==> config.mk <==
export PLATFORM = sky130hd
export DESIGN_NAME = mft_out
export DESIGN_NICKNAME = d
export VERILOG_FILES = /design/src/mft_pkg.sv /design/src/mft_out.sv
export VERILOG_INCLUDE_DIRS = /design/src /design/src/src
export SDC_FILE = /design/constraint.sdc
export NUM_CORES = 1
export LEC_CHECK = 0
export ABC_AREA = 1
export BUFFER_PORTS_ARGS = -buffer_cell sky130_fd_sc_hd__buf_2
export CORE_ASPECT_RATIO = 0.75
export CORE_MARGIN = 3
export CORE_UTILIZATION = 45
export DETAILED_ROUTE_END_ITERATION = 8
export HOLD_SLACK_MARGIN = 0.02
export MAX_ROUTING_LAYER = met4
export PLACE_DENSITY = 0.75
export SKIP_CTS_REPAIR_TIMING = 1
export SYNTH_ARGS = -nofsm -noshare
export SYNTH_HDL_FRONTEND = slang
export SYNTH_SLANG_ARGS = --single-unit
export TNS_END_PERCENT = 50
==> constraint.sdc <==
create_clock -name clk -period 0.8 [get_ports clk]
set_input_delay 0.04 -clock clk [delete_from_list [all_inputs] [get_ports clk]]
set_output_delay 0.04 -clock clk [all_outputs]
set_load 0.02 [all_outputs]
==> src/mirror_frame_transform_assert.svh <==
`ifndef MIRROR_FRAME_TRANSFORM_ASSERT_SVH
`define MIRROR_FRAME_TRANSFORM_ASSERT_SVH

// same-cycle implication, checked outside reset
`define MFT_AST_IMPL(lbl, ante, cons) \
	lbl: assert property (@(posedge clk) disable iff (!arst_n) (ante) |-> (cons)) \
		else $error("mirror frame transform check failed");

// delayed implication, checked outside reset
`define MFT_AST_DELAY(lbl, ante, n, cons) \
	lbl: assert property (@(posedge clk) disable iff (!arst_n) (ante) |-> ##n (cons)) \
		else $error("mirror frame transform latency check failed");

`endif

==> src/mft_pkg.sv <==
package mft_pkg;

	localparam int AXIS_WORD_BITS = 16;
	localparam int REG_IDX_BITS   = 3;

	localparam logic [REG_IDX_BITS-1:0] REG_SURF_AXIS0 = 3'd0;
	localparam logic [REG_IDX_BITS-1:0] REG_SURF_AXIS1 = 3'd1;
	localparam logic [REG_IDX_BITS-1:0] REG_SURF_AXIS2 = 3'd2;
	localparam logic [REG_IDX_BITS-1:0] REG_CAM_AXIS0  = 3'd3;
	localparam logic [REG_IDX_BITS-1:0] REG_CAM_AXIS1  = 3'd4;
	localparam logic [REG_IDX_BITS-1:0] REG_CAM_AXIS2  = 3'd5;
	localparam logic [REG_IDX_BITS-1:0] REG_SURF_ORG   = 3'd6;
	localparam logic [REG_IDX_BITS-1:0] REG_CAM_ORG    = 3'd7;

	typedef logic [2:0][AXIS_WORD_BITS-1:0] axis_row_t;
	typedef axis_row_t [2:0] axis_mat_t;

	typedef struct packed {
		axis_mat_t   surf;
		axis_mat_t   cam;
		logic [62:0] surf_org;
		logic [62:0] cam_org;
	} cfg_t;

	typedef struct packed {
		logic valid;
		logic point;
	} tag_t;

	localparam axis_mat_t AXIS_RST = {48'h4000_0000_0000, 48'h0000_4000_0000,
		48'h0000_0000_4000};

	function automatic int mv_out_w(int in_w, int frac);
		return in_w + AXIS_WORD_BITS + 2 - frac;
	endfunction

endpackage

==> src/mft_out.sv <==
`include "mirror_frame_transform_assert.svh"

module mft_out #(
	parameter int COORD_BITS = 21,
	parameter int VW         = 35
) (
	input  logic                         clk,
	input  logic                         arst_n,
	input  mft_pkg::tag_t                tag_in,
	input  logic [2:0][VW-1:0]           vec_in,
	input  logic [62:0]                  org,
	output logic                         done,
	output logic signed [COORD_BITS-1:0] out_x,
	output logic signed [COORD_BITS-1:0] out_y,
	output logic signed [COORD_BITS-1:0] out_z,
	output logic                         saturated
);
	import mft_pkg::*;

	localparam int C    = COORD_BITS;
	localparam int SW   = VW + 1;
	localparam int PADW = (3 * C > 64) ? 3 * C : 64;
	localparam logic signed [SW-1:0] HI  = {{(SW-C+1){1'b0}}, {(C-1){1'b1}}};
	localparam logic signed [SW-1:0] LO  = {{(SW-C+1){1'b1}}, {(C-1){1'b0}}};
	localparam logic signed [C-1:0]  OHI = {1'b0, {(C-1){1'b1}}};
	localparam logic signed [C-1:0]  OLO = {1'b1, {(C-1){1'b0}}};

	logic [PADW-1:0]      org_w;
	logic signed [C-1:0]  org_f [3];
	logic signed [SW-1:0] addend [3];
	logic signed [SW-1:0] sum [3];
	logic signed [C-1:0]  clamp [3];
	logic [2:0]           sat;
	logic                 at_rail;

	assign org_w = PADW'(org);

	always_comb begin
		for (int k = 0; k < 3; k++) begin
			org_f[k]  = org_w[k*C +: C];
			addend[k] = tag_in.point ? SW'(org_f[k]) : '0;
			sum[k]    = SW'($signed(vec_in[k])) + addend[k];
			if (sum[k] > HI) begin
				clamp[k] = OHI;
				sat[k]   = 1'b1;
			end else if (sum[k] < LO) begin
				clamp[k] = OLO;
				sat[k]   = 1'b1;
			end else begin
				clamp[k] = sum[k][C-1:0];
				sat[k]   = 1'b0;
			end
		end
	end

	always_ff @(posedge clk) begin
		out_x     <= clamp[0];
		out_y     <= clamp[1];
		out_z     <= clamp[2];
		saturated <= |sat;
	end

	always_ff @(posedge clk or negedge arst_n) begin
		if (!arst_n) begin
			done <= 1'b0;
		end else begin
			done <= tag_in.valid;
		end
	end

	assign at_rail = out_x == OHI || out_x == OLO || out_y == OHI || out_y == OLO ||
		out_z == OHI || out_z == OLO;

	`MFT_AST_IMPL(a_sat_clamped, done && saturated, at_rail)

endmodule

==> summary.txt, run 1 <==
Status: complete, but fails checks
Failing checks: DRC, setup timing
Leak Pwr: 11.0 nW
RSZ-0062 raised after global routing: yes
Max Freq: 364 MHz
Top-area cell type share of the netlist area: 31.3%
Die Ht: 143 um
Max-slew violations: 0
Initial antenna violation count: 2
Critical path launch point: tag_in[0]
Worst Tran Pin Value: 374 ps
Min-delay src: vec_in[70]
Routed wire length per instance: 19.4 um
DP Area: 0.0156 sq mm
First-pass GRT wire length: 69700 um
H-tree depth: 3
Warnings from Yosys: 0
Tmin final: 2750 ps
First DRT Iteration DRCs: 1913
# fillers: 1513
Std cell rows: 49
Vias in the first global route: 13863
VDD IR-drop max: 1330 uV
Starting Density: 46.3%
Post-synth net total: 2423
Clk pin slew, worst setup/hold paths: 80 ps
Design area: 0.0198 sq mm
Final worst-path setup slack: -1950 ps
Mapped cell area: 0.0112 sq mm
Global route total overflow: 0
Fraction of registers with async set/reset: 1.54%
Cell with the most instances after synthesis: nand2_1
Ports: 237
Dominant cell type by area after synthesis: nand2_1
Seq cells post-synth: 65
Worst setup SP type: input port
Total CTS buffers: 9
Arrival time at the worst endpoint: 3020 ps
CP Capture Type: flop
Synth top area cells: nand2_1 (31%), inv_1 (13%), ha_1 (12%)
Die Area: 0.0269 sq mm
Dpl hpwl: 38700 um
Hold Crit Class: in2reg
Mean Syn Cell Area: 5.23 sq um
Fin crit share: 344%
Post-synth top flop: dfxtp_1
Placed cell count: 3033
Max-Cap Viols: 0
Via count: 17228
Netlist cell types: 45
# setup viols final: 129
Slew margin rel.: 75.0%
Clock Path Buffers: 2
Layout cells sized above 1: 48.3%
Post-synth EDFFs: 0
Fin. Hold Viols: 0
Die Span X: 188 um
Port Buf Inserts: 236
Total Routed Length: 60400 um
PwrDens: 1340 mW/mm^2
Placer Congestion: 1.12
CTS tree: yes
Core Box Area: 0.0242 sq mm
Worst slack, placed: -2210 ps
Cells after synthesis: 2143
Remaining DRCs: 1
Crit Path Class: in2reg
Sequential-to-total area share from yosys stat: 11.6%
Nets: 3052
DRT Pass-1 Iters: 9
Clk sinks: 65
Top cells by count, synth: nand2_1 (935), inv_1 (392), nor2_1 (170)
Largest net degree at the start of global routing: 21
Cell Count, Final, Fillers Out: 3111
Layout area overhead: 76.3%
Post-DRT Antenna Nets: 0
Vias per cell: 5.54
Crit path max fanout: 7
WP data required: 1070 ps
Tot GR Track Use: 33.4%
Root buffer cell: clkbuf_16
[worst max-delay path, stage by stage]
cell	delay [ps]
buf_12	130
buf_12	150
buf_12	140
nand2_1	90
inv_2	110
ha_4	380
nand2_4	80
nor2_2	140
buf_4	140
and3_1	200
nand3_1	170
nand4_1	140
nand2_1	60
nor2_1	150
nand3_1	110
nor2_1	140
nand2_2	110
nand2_8	130
buf_12	130
nand2_1	70
nand2_2	180
[per-layer routing]
metal  vias to the layer above  track usage (%)  share of wire, %
li1                       7849                -                 -
met1                      7777             46.4                38
met2                      1258             50.3                43
met3                       344             6.65                14
met4                         0             7.21               5.9
met5                         -                -                 0
[area by class of cell]
type                    instances  area [sq um]  area share [%]
repair inverters                1          6.26          0.0316
inverters                     403          1530            7.72
multi-input cells            1655         11400            57.5
diodes                          3          7.51          0.0380
clock inverters                 7          76.3           0.386
repair buffers                637          4820            24.4
well taps                     331           414            2.09
flip-flops and latches         65          1340            6.76
clock buffers                   9           225            1.14
[through the flow]
stage / setup TNS (ps) / utilization, % / hold WS (ps) / total power, W
2_1_floorplan: -93420 / - / -256 / 0.0113
3_3_place_gp: -134900 / 64.5 / -165 / 0.0166
3_5_place_dp: -136830 / 64.5 / -165 / 0.0167
4_1_cts: -121000 / 65.7 / -534 / 0.0210
5_1_grt: -122360 / 81.7 / 45.3 / 0.0275
6_report: -113430 / 81.7 / 48.4 / 0.0265
[cell usage in the layout (no fill, tap or decap), drive strengths merged, types with 2 or more instances in the layout]
master / Yosys / layout
and2: 12 / 12
a21oi: 96 / 96
and3: 2 / 2
clkinv: 0 / 2
or2: 7 / 7
nand3: 129 / 129
xnor2: 2 / 2
ha: 105 / 105
clkbuf: 7 / 18
a21boi: 3 / 3
clkinvlp: 0 / 2
o21a: 3 / 3
dlygate4sd3: 0 / 3
xor2: 50 / 50
buf: 13 / 625
o21ai: 33 / 33
o21bai: 12 / 12
fa: 3 / 3
nand3b: 5 / 5
nor3: 21 / 21
a21o: 2 / 2
nand2: 948 / 948
inv: 403 / 406
nor2: 182 / 182
nand4: 32 / 32
nor4: 4 / 4
diode: 0 / 3
dfxtp: 64 / 64
a31oi: 2 / 2
[path summary, 6_finish.rpt]
path | endpoint | slack (ps) | depth (start not counted)
max in group asynchronous | done | 70 | 3
worst min-delay path | out_z[0] | 50 | 4
worst max-delay path | out_y[12] | -1950 | 21
min in group asynchronous | done | 570 | 3
[power breakdown]
group          switching, W  leakage, nW  internal [W]
registers          0.000585        0.548       0.00411
logic               0.00991         10.3       0.00747
clock network       0.00196        0.143       0.00245
total                0.0125         11.0        0.0140
[registers in the layout, indices dropped and copies added (netlist names)]
signal     flops
out_x         21
out_y         21
out_z         21
done           1
saturated      1
[kinds of logic after synthesis]
family          after synthesis  share of synthesized area [%]
compound gates              153                           7.48
xor+xnor                     52                           4.06
fa+ha+maj                   108                           12.2
buf+inv                     423                           14.8
flops                        65                           11.6
simple gates               1342                           49.7
Note: power is estimated with default switching activity, not from simulation.
==> inputs of run 2 (changes only) <==
--- a/config.mk
+++ b/config.mk
@@ -8,7 +8,7 @@
 export LEC_CHECK = 0
 export ABC_AREA = 1
 export BUFFER_PORTS_ARGS = -buffer_cell sky130_fd_sc_hd__buf_2
-export CORE_ASPECT_RATIO = 0.75
+export CORE_ASPECT_RATIO = 0.6
 export CORE_MARGIN = 3
 export CORE_UTILIZATION = 45
 export DETAILED_ROUTE_END_ITERATION = 8
==> run 2 against run 1 <==
Compared with the run above: the run still ends with DRC, setup timing left; final cell count up 0.32%; non-clock buffer count up 21; hold slack worse by 12 ps; global-route usage up 1.9 points; core utilization down 2.3 points; power down 6.2%; fmax up 8.1%; sequential power down 4.5%; critical path depth down 3; largest power group unchanged.
==> summary.txt, run 2 (synthesized netlist as in run 1, its figures left out) <==
Hold endpoint: out_y[0]
Tmin final: 2540 ps (-205 ps)
Status: complete, but fails checks
Seq pwr share: 18.0% (+0.3 points)
Root buffer cell: clkbuf_16
Tot GR Track Use: 35.3% (+1.9 points)
CTS tree: yes
Via count: 16576 (-3.8%)
Max-slew violations: 0 (unchanged)
CP Capture Type: flop
Cell Count, Final, Fillers Out: 3121 (+0.32%)
Most frequent cells in the layout: nand2_1 (756), buf_4 (376), inv_1 (355)
Critical Path Max Stage Delay: 280 ps (-100 ps)
Final worst-path setup slack: -1740 ps (+205 ps)
Fin crit share: 318% (-26 points)
DRT Pass-1 Iters: 9 (unchanged)
Die Span X: 210 um (+11%)
Worst Tran Pin Value: 343 ps (-30.8 ps)
DP Area: 0.0158 sq mm (+1.0%)
Arrival time at the worst endpoint: 2780 ps (-240 ps)
WP data required: 1040 ps (-30 ps)
Crit Path Class: in2reg
H-tree depth: 3 (unchanged)
Slowest-stage cell, CP: ha_4
Ports: 237 (unchanged)
Design area: 0.0193 sq mm (-2.4%)
Nets: 3074 (+0.72%)
Total CTS buffers: 9 (unchanged)
Max Freq: 393 MHz (+8.1%)
Min-delay src: vec_in[35]
Int Pwr: 0.0133 W (-5.1%)
# fillers: 1800 (+19%)
Initial antenna violation count: 0 (-2)
Top Registers: out_x (21), out_y (21), out_z (21)
Total Routed Length: 56200 um (-6.9%)
Die Ht: 128 um (-10%)
First-pass GRT wire length: 72500 um (+4.0%)
Vias in the first global route: 13593 (-1.9%)
VDD IR-drop max: 1380 uV (+4.1%)
# setup viols final: 129 (unchanged)
Clk sinks: 65 (unchanged)
Placed cell count: 3048 (+0.49%)
Starting Density: 46.1% (-0.22 points)
Placer Congestion: 1.10 (-1.6%)
Most common cell after layout, fill and taps aside: nand2_1
Core Box Area: 0.0243 sq mm (+0.48%)
Diode count: 0 (-3)
RSZ-0062 raised after global routing: yes
Routed wire length per instance: 18.0 um (-7.2%)
Largest net degree at the start of global routing: 28 (+33%)
Hold_ws: 36.2 ps (-12.2 ps)
Clk pin slew, worst setup/hold paths: 60 ps (-20 ps)
Clock Path Buffers: 2 (unchanged)
Pwr Total: 0.0249 W (-6.2%)
Std cell rows: 44 (-10%)
Layout area overhead: 72.2%
Port Buf Inserts: 236 (unchanged)
Post-DRT Antenna Nets: 0 (unchanged)
Leak Pwr: 10.9 nW (-0.37%)
Hold path depth: 4 (unchanged)
Vias per cell: 5.31 (-4.1%)
Failing checks: DRC, setup timing
Die Area: 0.0269 sq mm (+0.16%)
Switching component of the power: 0.0115 W (-7.3%)
Fin. Hold Viols: 0 (unchanged)
Max-Cap Viols: 0 (unchanged)
Worst setup SP type: input port
Cells along the critical path: buf_16 > buf_12 > nand2_8 > clkinv_8 > ha_4 > a21oi_1 > o21ai_0 > a21oi_1 > nand3_1 > a21oi_1 > buf_4 > xor2_2 > nor2_1 > nand2_1 > nand2_4 > clkbuf_16 > nand2_1 > nand2_1
Global route total overflow: 0 (unchanged)
Clock Power Share: 15.2% (-1.5 points)
Slew margin rel.: 76.9% (+2.0 points)
Switching share of total power: 46.4% (-0.59 points)
Combinational Power Share: 66.7% (+1.1 points)
Hold Crit Class: in2reg
First DRT Iteration DRCs: 1760 (-8.0%)
PwrDens: 1290 mW/mm^2 (-3.9%)
Remaining DRCs: 8 (+7)
Buffers plus inverters on the worst setup path: 5 (-1)
Layout cells sized above 1: 43.6% (-4.6 points)
Crit path max fanout: 8 (+1)
Critical path's top delay family: compound AO/OA/AOI/OAI gates
Dpl hpwl: 41700 um (+7.8%)
## run 2: cell count changes in the layout (fill, tap and decap cells not counted), sizes merged, moves of 2 or more
cell / change
buf: +16
clkbuf: +9
diode: -3
inv: -3
clkinv: +2
## run 2: final cells by class
cell class	instances	area [sq um]	area share [%]
timing repair inverter	2	15.0	0.0777
inverter	403	1550	8.03
timing repair buffer	658	4900	25.4
tap	322	403	2.09
clock buffer	13	240	1.24
sequential	65	1320	6.81
multi-input combinational	1655	10900	56.3
clock inverter	3	17.5	0.0907
## run 2: worst max-delay path by stage
stage / from / end / depth (start not counted)
detailed placement: tag_in[0] / out_y[16] / 19
floorplan: tag_in[0] / saturated / 25
finish: tag_in[0] / out_y[10] / 18
CTS: tag_in[0] / out_y[16] / 19
global route: tag_in[0] / out_y[10] / 24
global placement: tag_in[0] / out_y[16] / 17
## run 2: per-stage QoR
step | setup WS, ps | setup TNS [ps] | util (%)
after floorplan | -1520 | -93420 | -
after global placement | -2200 | -137970 | 64.8
after detailed placement | -2280 | -140210 | 64.8
after CTS | -1920 | -123680 | 65.9
after global routing | -1910 | -119570 | 79.4
final | -1740 | -110420 | 79.4
## run 2: power by group through the flow
stage          sequential (W)  combinational [W]  clock [W]
2_1_floorplan         0.00531            0.00601          0
3_3_place_gp          0.00448             0.0125          0
3_5_place_dp          0.00447             0.0127          0
4_1_cts               0.00441             0.0127    0.00376
5_1_grt               0.00449             0.0176    0.00391
6_report              0.00448             0.0166    0.00378
## run 2: worst min-delay path, delay by kind of cell
kind	cells	cell delay, ps
simple gates	2	110
fa+ha+maj	1	120
buf+inv	1	100
## run 2: routing by layer
metal	up-vias	global-route usage [%]	share of wire (%)	routed length (um)
li1	7871	-	-	-
met1	7606	54.2	44	24900
met2	994	47.3	41	23000
met3	105	8.17	13	7070
met4	0	3.93	2.2	1240
met5	-	-	0	0
