File: src/mirror_frame_transform_assert.svh
`ifndef MIRROR_FRAME_TRANSFORM_ASSERT_SVH
`define MIRROR_FRAME_TRANSFORM_ASSERT_SVH

// same-cycle implication, checked outside reset
`define MFT_AST_IMPL(lbl, ante, cons) \
	lbl: assert property (@(posedge clk) disable iff (!arst_n) (ante) |-> (cons)) \
		else $error("mirror frame transform check failed");

// delayed implication, checked outside reset
`define MFT_AST_DELAY(lbl, ante, n, cons) \
	lbl: assert property (@(posedge clk) disable iff (!arst_n) (ante) |-> ##n (cons)) \
		else $error("mirror frame transform latency check failed");

`endif

File: src/mft_pkg.sv
package mft_pkg;

	localparam int AXIS_WORD_BITS = 16;
	localparam int REG_IDX_BITS   = 3;

	localparam logic [REG_IDX_BITS-1:0] REG_SURF_AXIS0 = 3'd0;
	localparam logic [REG_IDX_BITS-1:0] REG_SURF_AXIS1 = 3'd1;
	localparam logic [REG_IDX_BITS-1:0] REG_SURF_AXIS2 = 3'd2;
	localparam logic [REG_IDX_BITS-1:0] REG_CAM_AXIS0  = 3'd3;
	localparam logic [REG_IDX_BITS-1:0] REG_CAM_AXIS1  = 3'd4;
	localparam logic [REG_IDX_BITS-1:0] REG_CAM_AXIS2  = 3'd5;
	localparam logic [REG_IDX_BITS-1:0] REG_SURF_ORG   = 3'd6;
	localparam logic [REG_IDX_BITS-1:0] REG_CAM_ORG    = 3'd7;

	typedef logic [2:0][AXIS_WORD_BITS-1:0] axis_row_t;
	typedef axis_row_t [2:0] axis_mat_t;

	typedef struct packed {
		axis_mat_t   surf;
		axis_mat_t   cam;
		logic [62:0] surf_org;
		logic [62:0] cam_org;
	} cfg_t;

	typedef struct packed {
		logic valid;
		logic point;
	} tag_t;

	localparam axis_mat_t AXIS_RST = {48'h4000_0000_0000, 48'h0000_4000_0000,
		48'h0000_0000_4000};

	function automatic int mv_out_w(int in_w, int frac);
		return in_w + AXIS_WORD_BITS + 2 - frac;
	endfunction

endpackage

File: src/mft_regs.sv
module mft_regs (
	input  logic                clk,
	input  logic                arst_n,
	input  logic                psel,
	input  logic                penable,
	input  logic                pwrite,
	input  logic [5:0]          paddr,
	input  logic [63:0]         pwdata,
	output logic [63:0]         prdata,
	output logic                pready,
	output mft_pkg::cfg_t       cfg
);
	import mft_pkg::*;

	logic [REG_IDX_BITS-1:0] idx;
	logic                    wr;
	cfg_t                    cfg_q;

	assign idx    = paddr[5:3];
	assign pready = 1'b1;
	assign wr     = psel & penable & pwrite & pready;
	assign cfg    = cfg_q;

	always_ff @(posedge clk or negedge arst_n) begin
		if (!arst_n) begin
			cfg_q.surf     <= AXIS_RST;
			cfg_q.cam      <= AXIS_RST;
			cfg_q.surf_org <= '0;
			cfg_q.cam_org  <= '0;
		end else if (wr) begin
			case (idx)
				REG_SURF_AXIS0: cfg_q.surf[0] <= pwdata[47:0];
				REG_SURF_AXIS1: cfg_q.surf[1] <= pwdata[47:0];
				REG_SURF_AXIS2: cfg_q.surf[2] <= pwdata[47:0];
				REG_CAM_AXIS0:  cfg_q.cam[0]  <= pwdata[47:0];
				REG_CAM_AXIS1:  cfg_q.cam[1]  <= pwdata[47:0];
				REG_CAM_AXIS2:  cfg_q.cam[2]  <= pwdata[47:0];
				REG_SURF_ORG:   cfg_q.surf_org <= pwdata[62:0];
				REG_CAM_ORG:    cfg_q.cam_org  <= pwdata[62:0];
				default: begin
				end
			endcase
		end
	end

	always_comb begin
		case (idx)
			REG_SURF_AXIS0: prdata = 64'(cfg_q.surf[0]);
			REG_SURF_AXIS1: prdata = 64'(cfg_q.surf[1]);
			REG_SURF_AXIS2: prdata = 64'(cfg_q.surf[2]);
			REG_CAM_AXIS0:  prdata = 64'(cfg_q.cam[0]);
			REG_CAM_AXIS1:  prdata = 64'(cfg_q.cam[1]);
			REG_CAM_AXIS2:  prdata = 64'(cfg_q.cam[2]);
			REG_SURF_ORG:   prdata = 64'(cfg_q.surf_org);
			REG_CAM_ORG:    prdata = 64'(cfg_q.cam_org);
			default:        prdata = '0;
		endcase
	end

endmodule

File: config.mk
export PLATFORM = sky130hd
export DESIGN_NAME = mft_regs
export DESIGN_NICKNAME = d
export VERILOG_FILES = /design/src/mirror_frame_transform_assert.svh /design/src/mft_pkg.sv /design/src/mft_regs.sv
export SDC_FILE = /design/constraint.sdc
export NUM_CORES = 1
export LEC_CHECK = 0
export CAP_MARGIN = 20
export CORE_AREA = 5 5 211 213
export CTS_CLUSTER_SIZE = 8
export DETAILED_ROUTE_END_ITERATION = 10
export DIE_AREA = 0 0 216 218
export DONT_BUFFER_PORTS = 1
export MAX_ROUTING_LAYER = met4
export PLACE_DENSITY_LB_ADDON = 0.1
export SYNTH_ARGS = -nofsm -noshare
export SYNTH_HDL_FRONTEND = slang
export SYNTH_SLANG_ARGS = --single-unit
export TNS_END_PERCENT = 50
File: constraint.sdc
create_clock -name clk -period 2.9 [get_ports clk]
set_input_delay 0.725 -clock clk [delete_from_list [all_inputs] [get_ports clk]]
set_output_delay 0.725 -clock clk [all_outputs]
set_load 0.01 [all_outputs]
==> impl_metrics.env, run 1 <==
export IMPL_violations="negative hold slack, max-slew violations"
export IMPL_slowest_delay_ns=0.32
export IMPL_ir_worst_vdd_mv=0.542
export IMPL_clock_skew_ns=0
export IMPL_grt_pass1_vias=12600
export IMPL_ant_nets=0
export IMPL_cp_num_buf_inv=2
export IMPL_worst_setup_path_type="input pin to output pin"
export IMPL_nets=1382
export IMPL_arrival_ns=2.07
export IMPL_power_density_mw_per_mm2=817
export IMPL_synthTopCellsByArea="dfrtp_1, mux2_2, mux2i_1, o22a_1, a221oi_1"
export IMPL_synth_warnings=0
export IMPL_clk_pin_slew_worst_paths_ns=0.05
export IMPL_cp_slowest_cell="a221oi_1"
export IMPL_grt_max_degree=415
export IMPL_pin_count=554
export IMPL_grt_pass1_wl_um=91300
export IMPL_fin_crit_sh=0.962
export IMPL_clkSinkCount=414
export IMPL_place_congestion=0.840
export IMPL_synth_edf_count=0
export IMPL_hp_class="input pin to async pin"
export IMPL_netlist_area_sq_mm=0.0186
export IMPL_met1_usage=0.315
export IMPL_async_reset_ff_frac=1.00
export IMPL_cts_repair_resized=0
export IMPL_drc_errors=0
export IMPL_outcome="finished with violations"
export IMPL_synth_cell_types=30
export IMPL_critPathMaxFanout=134
export IMPL_layout_common_cells="mux2_2, dfrtp_1, mux2i_1"
export IMPL_nFillCells=3688
export IMPL_synth_top_area_cell="dfrtp_1"
export IMPL_routedWlPerCell_um=33.3
export IMPL_ys_ff_latch=414
export IMPL_antenna_found_initial=0
export IMPL_p_leak_nw=9.48
export IMPL_power_mw=17.1
export IMPL_end_kind="output pin"
export IMPL_worst_pin_slew_ns=1.74
export IMPL_antenna_cells=0
export IMPL_hold_violations=69
export IMPL_largest_reg_flops=414
export IMPL_whs_ns=-0.164
export IMPL_syn_num_nets=1392
export IMPL_final_layout_size_suffix_gt1_frac=0.387
export IMPL_drt_total_wl_um=62800
export IMPL_path_cells="nor2b_4 -> buf_12 -> buf_4 -> a221oi_1 -> o22a_1"
export IMPL_portBuffers=0
export IMPL_die_area_sq_mm=0.0471
export IMPL_fmax_mhz=358
export IMPL_setup_violations=0
export IMPL_cts_tree="built"
export IMPL_htreeDepth=2
export IMPL_cts_path_max_buffers=3
export IMPL_gr_usage_met3=0.104
export IMPL_layout_min_cycle_time_ns=2.79
export IMPL_die_h_um=218
export IMPL_post_cts_buffers=0
export IMPL_synth_avg_cell_area_sq_um=14.2
export IMPL_grt_overflow_total=0
export IMPL_rows=76
export IMPL_maxCapViolCount=0
export IMPL_crit_family="compound AO/OA/AOI/OAI gates"
export IMPL_die_x_um=216
export IMPL_busiest_layer="met2"
export IMPL_synth_cells=1317
export IMPL_worstSetupStartpointType="input pin"
export IMPL_dpl_hpwl_um=39700
export IMPL_synthToLayoutAreaGrowth_pct=12.0
export IMPL_synth_ff_type="dfrtp_1"
export IMPL_layout_commonest_cell="mux2_2"
export IMPL_first_pass_iters=5
export IMPL_viasPerCell=6.16
export IMPL_initial_core_util=0.439
export IMPL_vias=11600
export IMPL_yosysTopAreaCellShare=0.548
export IMPL_rsz0062_at_grt="no"
export IMPL_clock_root_buffer="clkbuf_16"
export IMPL_slew_violations=156
export IMPL_drt_iter0_drc=755
export IMPL_clkLatencyLatePin_ns=0.58
export IMPL_core_area_sq_mm=0.0425
export IMPL_cts_buffers=57
export IMPL_ys_seq_area_frac=0.556
export IMPL_slew_headroom=-0.159
export IMPL_gr_usage_all_layers=0.267
export IMPL_cp_required_ns=2.17
export IMPL_grt_util_met2=0.431
==> routing by layer <==
| layer | share of wire | routed length, um |
|---|---|---|
| met4 | 0.022 | 1410 |
| met3 | 0.10 | 6410 |
| met1 | 0.39 | 24500 |
| met5 | 0 | 0 |
| met2 | 0.49 | 30500 |
==> area by class of cell <==
type,instances,area [sq um],share of cell area
Tap cell,546,683,0.0327
Clock inverter,1,8.76,0.000420
Inverter,46,173,0.00827
Clock buffer,93,1600,0.0768
Sequential cell,414,10400,0.497
Timing Repair Buffer,28,373,0.0179
Multi-Input combinational cell,760,7670,0.367
==> through the flow <==
stage | setup slack [ns] | cell area, sq um | std cells | setup TNS, ns | util
after CTS | 0.219 | 20900 | 1888 | 0 | 0.491
after detailed placement | 0.299 | 19300 | 1794 | 0 | 0.453
final | 0.110 | 20900 | 1888 | 0 | 0.491
after global placement | -0.199 | 19200 | 1793 | -3.32 | 0.453
after global routing | 0.113 | 20900 | 1888 | 0 | 0.491
after floorplan | 0.206 | 18600 | 1317 | 0 | -
==> path summary, 6_finish.rpt <==
kind / endpoint / slack (ns) / from / cells after the start
worst min-delay path: cfg[135]$_DFFE_PN0P_ / -0.16 / arst_n / 0
worst max register to register: cfg[236]$_DFFE_PN0P_ / 2.00 / cfg[236]$_DFFE_PN0P_ / 1
min in group clk: cfg[296]$_DFFE_PN0P_ / 0.27 / pwdata[26] / 1
worst min register to register: cfg[215]$_DFFE_PN0P_ / 0.61 / cfg[215]$_DFFE_PN0P_ / 1
worst max-delay path: prdata[3] / 0.11 / paddr[4] / 5
max in group asynchronous: cfg[175]$_DFFE_PN0P_ / 1.67 / arst_n / 0
==> cells in the mapped netlist (all sizes together) (3+ instances only) <==
cell    number
mux2       414
dfrtp      408
mux2i      157
buf         75
o22a        47
o22ai       47
inv         46
a221oi      45
nor2        24
clkbuf      22
dfstp        6
nand2b       5
nor3b        3
==> power by group <==
| group | internal, mW | leakage, nW | switching (mW) |
|---|---|---|---|
| Clock | 3.70 | 0.772 | 2.43 |
| Combinational | 1.24 | 3.43 | 0.749 |
| Sequential | 6.93 | 5.28 | 2.01 |
| Total | 11.9 | 9.48 | 5.19 |
==> cell families (layout without fill, tap and decap cells) <==
family | count (synthesis) | after routing | share of synthesized area
flip-flops | 414 | 414 | 0.556
other | 2 | 2 | 0.000403
multiplexers | 571 | 571 | 0.334
AND/OR/NAND/NOR | 41 | 41 | 0.0115
buffers and inverters | 143 | 168 | 0.0360
AO/OA/AOI/OAI | 146 | 146 | 0.0616
Note: power is estimated with default switching activity, not from simulation.
==> inputs of run 2 (changes only) <==
CTS_BUF_LIST = sky130_fd_sc_hd__clkbuf_2 sky130_fd_sc_hd__clkbuf_4 sky130_fd_sc_hd__clkbuf_8   (was unset)
==> impl_metrics.env, run 2 (same netlist as run 1, synthesis figures left out) <==
export IMPL_grt_overflow_total=0
export IMPL_outcome="finished with violations"
export IMPL_regToRegStartpoint="cfg[236]$_DFFE_PN0P_"
export IMPL_cts_path_max_buffers=3
export IMPL_synthToLayoutAreaGrowth_pct=11.4
export IMPL_violations="negative hold slack, max-slew violations"
export IMPL_power_mw=16.5
export IMPL_p_leak_nw=9.52
export IMPL_rsz0062_at_grt="no"
export IMPL_clock_root_buffer="clkbuf_8"
export IMPL_fin_util=0.489
export IMPL_cts_buffers=74
export IMPL_hold_violations=139
export IMPL_htreeDepth=3
export IMPL_die_x_um=216
export IMPL_drt_total_wl_um=63000
export IMPL_worstSetupStartpointType="input pin"
export IMPL_ir_worst_vdd_mv=0.420
export IMPL_end_kind="output pin"
export IMPL_whs_ns=-0.211
export IMPL_viasPerCell=6.07
export IMPL_final_layout_size_suffix_gt1_frac=0.426
export IMPL_fin_setup_tns_ns=0
export IMPL_portBuffers=0
export IMPL_grt_pass1_wl_um=91800
export IMPL_cp_startpoint="paddr[4]"
export IMPL_slew_headroom=-0.0660
export IMPL_layout_min_cycle_time_ns=2.75
export IMPL_routedWlPerCell_um=32.8
export IMPL_antenna_found_initial=0
export IMPL_maxCapViolCount=0
export IMPL_layout_common_cells="mux2_2, dfrtp_1, mux2i_1"
export IMPL_slew_violations=91
export IMPL_fmax_mhz=364
export IMPL_clock_skew_ns=0
export IMPL_dpl_hpwl_um=39700
export IMPL_clkLatencyLatePin_ns=0.62
export IMPL_die_area_sq_mm=0.0471
export IMPL_cts_repair_resized=0
export IMPL_gr_usage_all_layers=0.268
export IMPL_critPathMaxFanout=134
export IMPL_arrival_ns=2.02
export IMPL_core_area_sq_mm=0.0425
export IMPL_die_h_um=218
export IMPL_initial_core_util=0.439
export IMPL_place_inst=1794
export IMPL_first_pass_iters=5
export IMPL_clkSinkCount=414
export IMPL_setup_violations=0
export IMPL_nets=1399
export IMPL_clk_pin_slew_worst_paths_ns=0.06
export IMPL_ant_nets=0
export IMPL_cp_required_ns=2.17
export IMPL_layout_commonest_cell="mux2_2"
export IMPL_rows=76
export IMPL_place_congestion=0.840
export IMPL_grt_pass1_vias=12700
export IMPL_hp_class="input pin to async pin"
export IMPL_worst_pin_slew_ns=1.60
export IMPL_largest_reg_flops=414
export IMPL_cts_tree="built"
export IMPL_timing_final_ws_setup_ns=0.154
export IMPL_pin_count=554
export IMPL_vias=11700
export IMPL_power_density_mw_per_mm2=794
export IMPL_drc_errors=0
export IMPL_worst_setup_path_type="input pin to output pin"
export IMPL_drt_iter0_drc=731
export IMPL_fin_cells=1922
export IMPL_grt_max_degree=415
export IMPL_place_ws_ns=0.299
export IMPL_fin_crit_sh=0.947
export IMPL_post_cts_buffers=0
==> run 2: cell type report <==
| cell class | count | area, sq um |
|---|---|---|
| sequential | 414 | 10400 |
| tap | 546 | 683 |
| fill | 3746 | 21700 |
| clock inverter | 3 | 20.0 |
| antenna | 1 | 2.50 |
| clock buffer | 124 | 1490 |
| inverter | 46 | 173 |
| multi-input combinational | 760 | 7670 |
| timing repair buffer | 28 | 373 |
==> run 2: power by group <==
group	internal (mW)	switching [mW]	total (mW)	leakage [nW]
Sequential	6.92	2.01	8.93	5.28
Combinational	1.24	0.751	1.99	3.43
Clock	3.20	2.37	5.57	0.805
==> run 2: stage by stage <==
step	hold slack [ns]	instance area (sq um)
after global placement	0.440	19200
final	-0.211	20800
after global routing	-0.258	20800
after CTS	-0.257	20800
after detailed placement	0.439	19300
after floorplan	0.429	18600
==> run 2: worst paths after layout <==
check                                        to  slack (ns)  cells after the start
setup / recovery                      prdata[3]        0.15                      5
hold / removal             cfg[135]$_DFFE_PN0P_       -0.21                      0
setup reg to reg           cfg[236]$_DFFE_PN0P_        2.00                      1
hold reg to reg            cfg[215]$_DFFE_PN0P_        0.61                      1
max in group asynchronous   cfg[26]$_DFFE_PN0P_        1.81                      0
min in group clk           cfg[314]$_DFFE_PN0P_        0.24                      1
==> run 2: layer usage <==
layer | global-route usage | wire length (um) | part of all wire | up-vias
met5 | - | 0 | 0 | -
met3 | 0.111 | 6340 | 0.10 | 114
met4 | 0.0708 | 1380 | 0.022 | 0
met2 | 0.431 | 30700 | 0.49 | 509
li1 | - | - | - | 4866
met1 | 0.315 | 24600 | 0.39 | 6185
==> run 2: critical path, stage by stage <==
cell	delay, ns
nor2b_4	0.24
buf_12	0.19
buf_4	0.19
a221oi_1	0.33
o22a_1	0.22
==> inputs of run 3 (changes only) <==
GPL_ROUTABILITY_DRIVEN = 0   (was unset)
RECOVER_POWER = 50   (was unset)
==> impl_metrics.env, run 3 (same netlist as run 1, synthesis figures left out) <==
export IMPL_outcome="finished with violations"
export IMPL_violations="negative hold slack, max-capacitance violations, max-slew violations"
export IMPL_grt_pass1_vias=12700
export IMPL_hp_class="input pin to async pin"
export IMPL_nets=1399
export IMPL_drc_errors=0
export IMPL_cts_tree="built"
export IMPL_final_layout_size_suffix_gt1_frac=0.422
export IMPL_setup_violations=0
export IMPL_rsz0062_at_grt="no"
export IMPL_gr_usage_all_layers=0.268
export IMPL_layout_common_cells="mux2_2, dfrtp_1, mux2i_1"
export IMPL_clkSinkCount=414
export IMPL_worst_pin_slew_ns=1.90
export IMPL_portBuffers=0
export IMPL_slew_headroom=-0.265
export IMPL_fmax_mhz=361
export IMPL_power_mw=16.5
export IMPL_hold_violations=110
export IMPL_fin_cells=1922
export IMPL_core_area_sq_mm=0.0425
export IMPL_p_leak_nw=9.47
export IMPL_drt_iter0_drc=754
export IMPL_ant_nets=0
export IMPL_critPathMaxFanout=134
export IMPL_drt_total_wl_um=63000
export IMPL_design_area_sq_mm=0.0206
export IMPL_worstSetupStartpointType="input pin"
export IMPL_antenna_found_initial=0
export IMPL_fin_crit_sh=0.954
export IMPL_cts_path_max_buffers=3
export IMPL_die_x_um=216
export IMPL_ir_worst_vdd_mv=0.420
export IMPL_die_area_sq_mm=0.0471
export IMPL_power_density_mw_per_mm2=799
export IMPL_clock_root_buffer="clkbuf_8"
export IMPL_synthToLayoutAreaGrowth_pct=10.7
export IMPL_clock_skew_ns=0
export IMPL_end_kind="output pin"
export IMPL_clkLatencyLatePin_ns=0.61
export IMPL_whs_ns=-0.208
export IMPL_grt_overflow_total=0
export IMPL_grt_max_degree=415
export IMPL_largest_reg_flops=414
export IMPL_worst_setup_path_type="input pin to output pin"
export IMPL_cp_required_ns=2.17
export IMPL_htreeDepth=3
export IMPL_pin_count=554
export IMPL_place_inst=1794
export IMPL_cts_buffers=74
export IMPL_arrival_ns=2.04
export IMPL_slew_violations=199
export IMPL_die_h_um=218
export IMPL_initial_core_util=0.439
export IMPL_maxCapViolCount=1
export IMPL_layout_min_cycle_time_ns=2.77
export IMPL_place_area_sq_mm=0.0193
export IMPL_grt_pass1_wl_um=91800
export IMPL_routedWlPerCell_um=32.8
export IMPL_first_pass_iters=4
export IMPL_dpl_hpwl_um=39700
export IMPL_viasPerCell=6.10
export IMPL_rows=76
export IMPL_vias=11700
export IMPL_clk_pin_slew_worst_paths_ns=0.06
export IMPL_layout_commonest_cell="mux2_2"
[run 3: cell count changes in the layout (fill, tap and decap cells not counted), sizes merged]
cell and change:
clkbuf +11, buf -11
[run 3: report_power, final]
part	switching (mW)	total (mW)	leakage (nW)	internal, mW
registers	2.01	8.93	5.28	6.92
logic	0.748	1.98	3.39	1.23
clock network	2.37	5.57	0.805	3.20
total	5.13	16.5	9.47	11.4
[run 3: stage by stage]
step | util | TNS, ns | setup WS [ns]
floorplan | - | 0 | 0.206
global placement | 0.453 | -3.32 | -0.199
detailed placement | 0.453 | 0 | 0.299
CTS | 0.489 | 0 | 0.170
global route | 0.485 | 0 | 0.0975
finish | 0.485 | 0 | 0.133
[run 3: layout make-up]
type | count | area [sq um]
fill | 3763 | 21900
sequential | 414 | 10400
multi-input combinational | 760 | 7630
clock buffer | 124 | 1490
tap | 546 | 683
timing repair buffer | 28 | 268
inverter | 46 | 173
clock inverter | 3 | 20.0
antenna | 1 | 2.50
[run 3: path summary, 6_finish.rpt]
path | slack, ns | startpoint | depth (start not counted) | to
worst max-delay path | 0.13 | paddr[4] | 5 | prdata[3]
max in group asynchronous | 1.58 | arst_n | 0 | cfg[26]$_DFFE_PN0P_
worst max register to register | 1.99 | cfg[110]$_DFFE_PN0P_ | 1 | cfg[110]$_DFFE_PN0P_
worst min-delay path | -0.21 | arst_n | 0 | cfg[135]$_DFFE_PN0P_
min in group clk | 0.24 | pwdata[44] | 1 | cfg[314]$_DFFE_PN0P_
worst min register to register | 0.61 | cfg[215]$_DFFE_PN0P_ | 1 | cfg[215]$_DFFE_PN0P_
[run 3: what timing repair did]
item                                   in CTS  in global routing
gates resized for setup                     0                  0
setup endpoints to repair                   0                  0
endpoints found under the hold margin     410                408
buffers inserted                            0                  0
[run 3: worst max-delay path: stages]
cell and delay [ns]:
nor2b_4 0.25, buf_12 0.19, buf_4 0.19, a221oi_1 0.33, o22a_1 0.22
[run 3: routing by layer]
metal,wire [um],share of wire,track usage
met1,24500,0.39,0.315
met2,30800,0.49,0.431
met3,6340,0.10,0.111
met4,1300,0.021,0.0708
met5,0,0,-
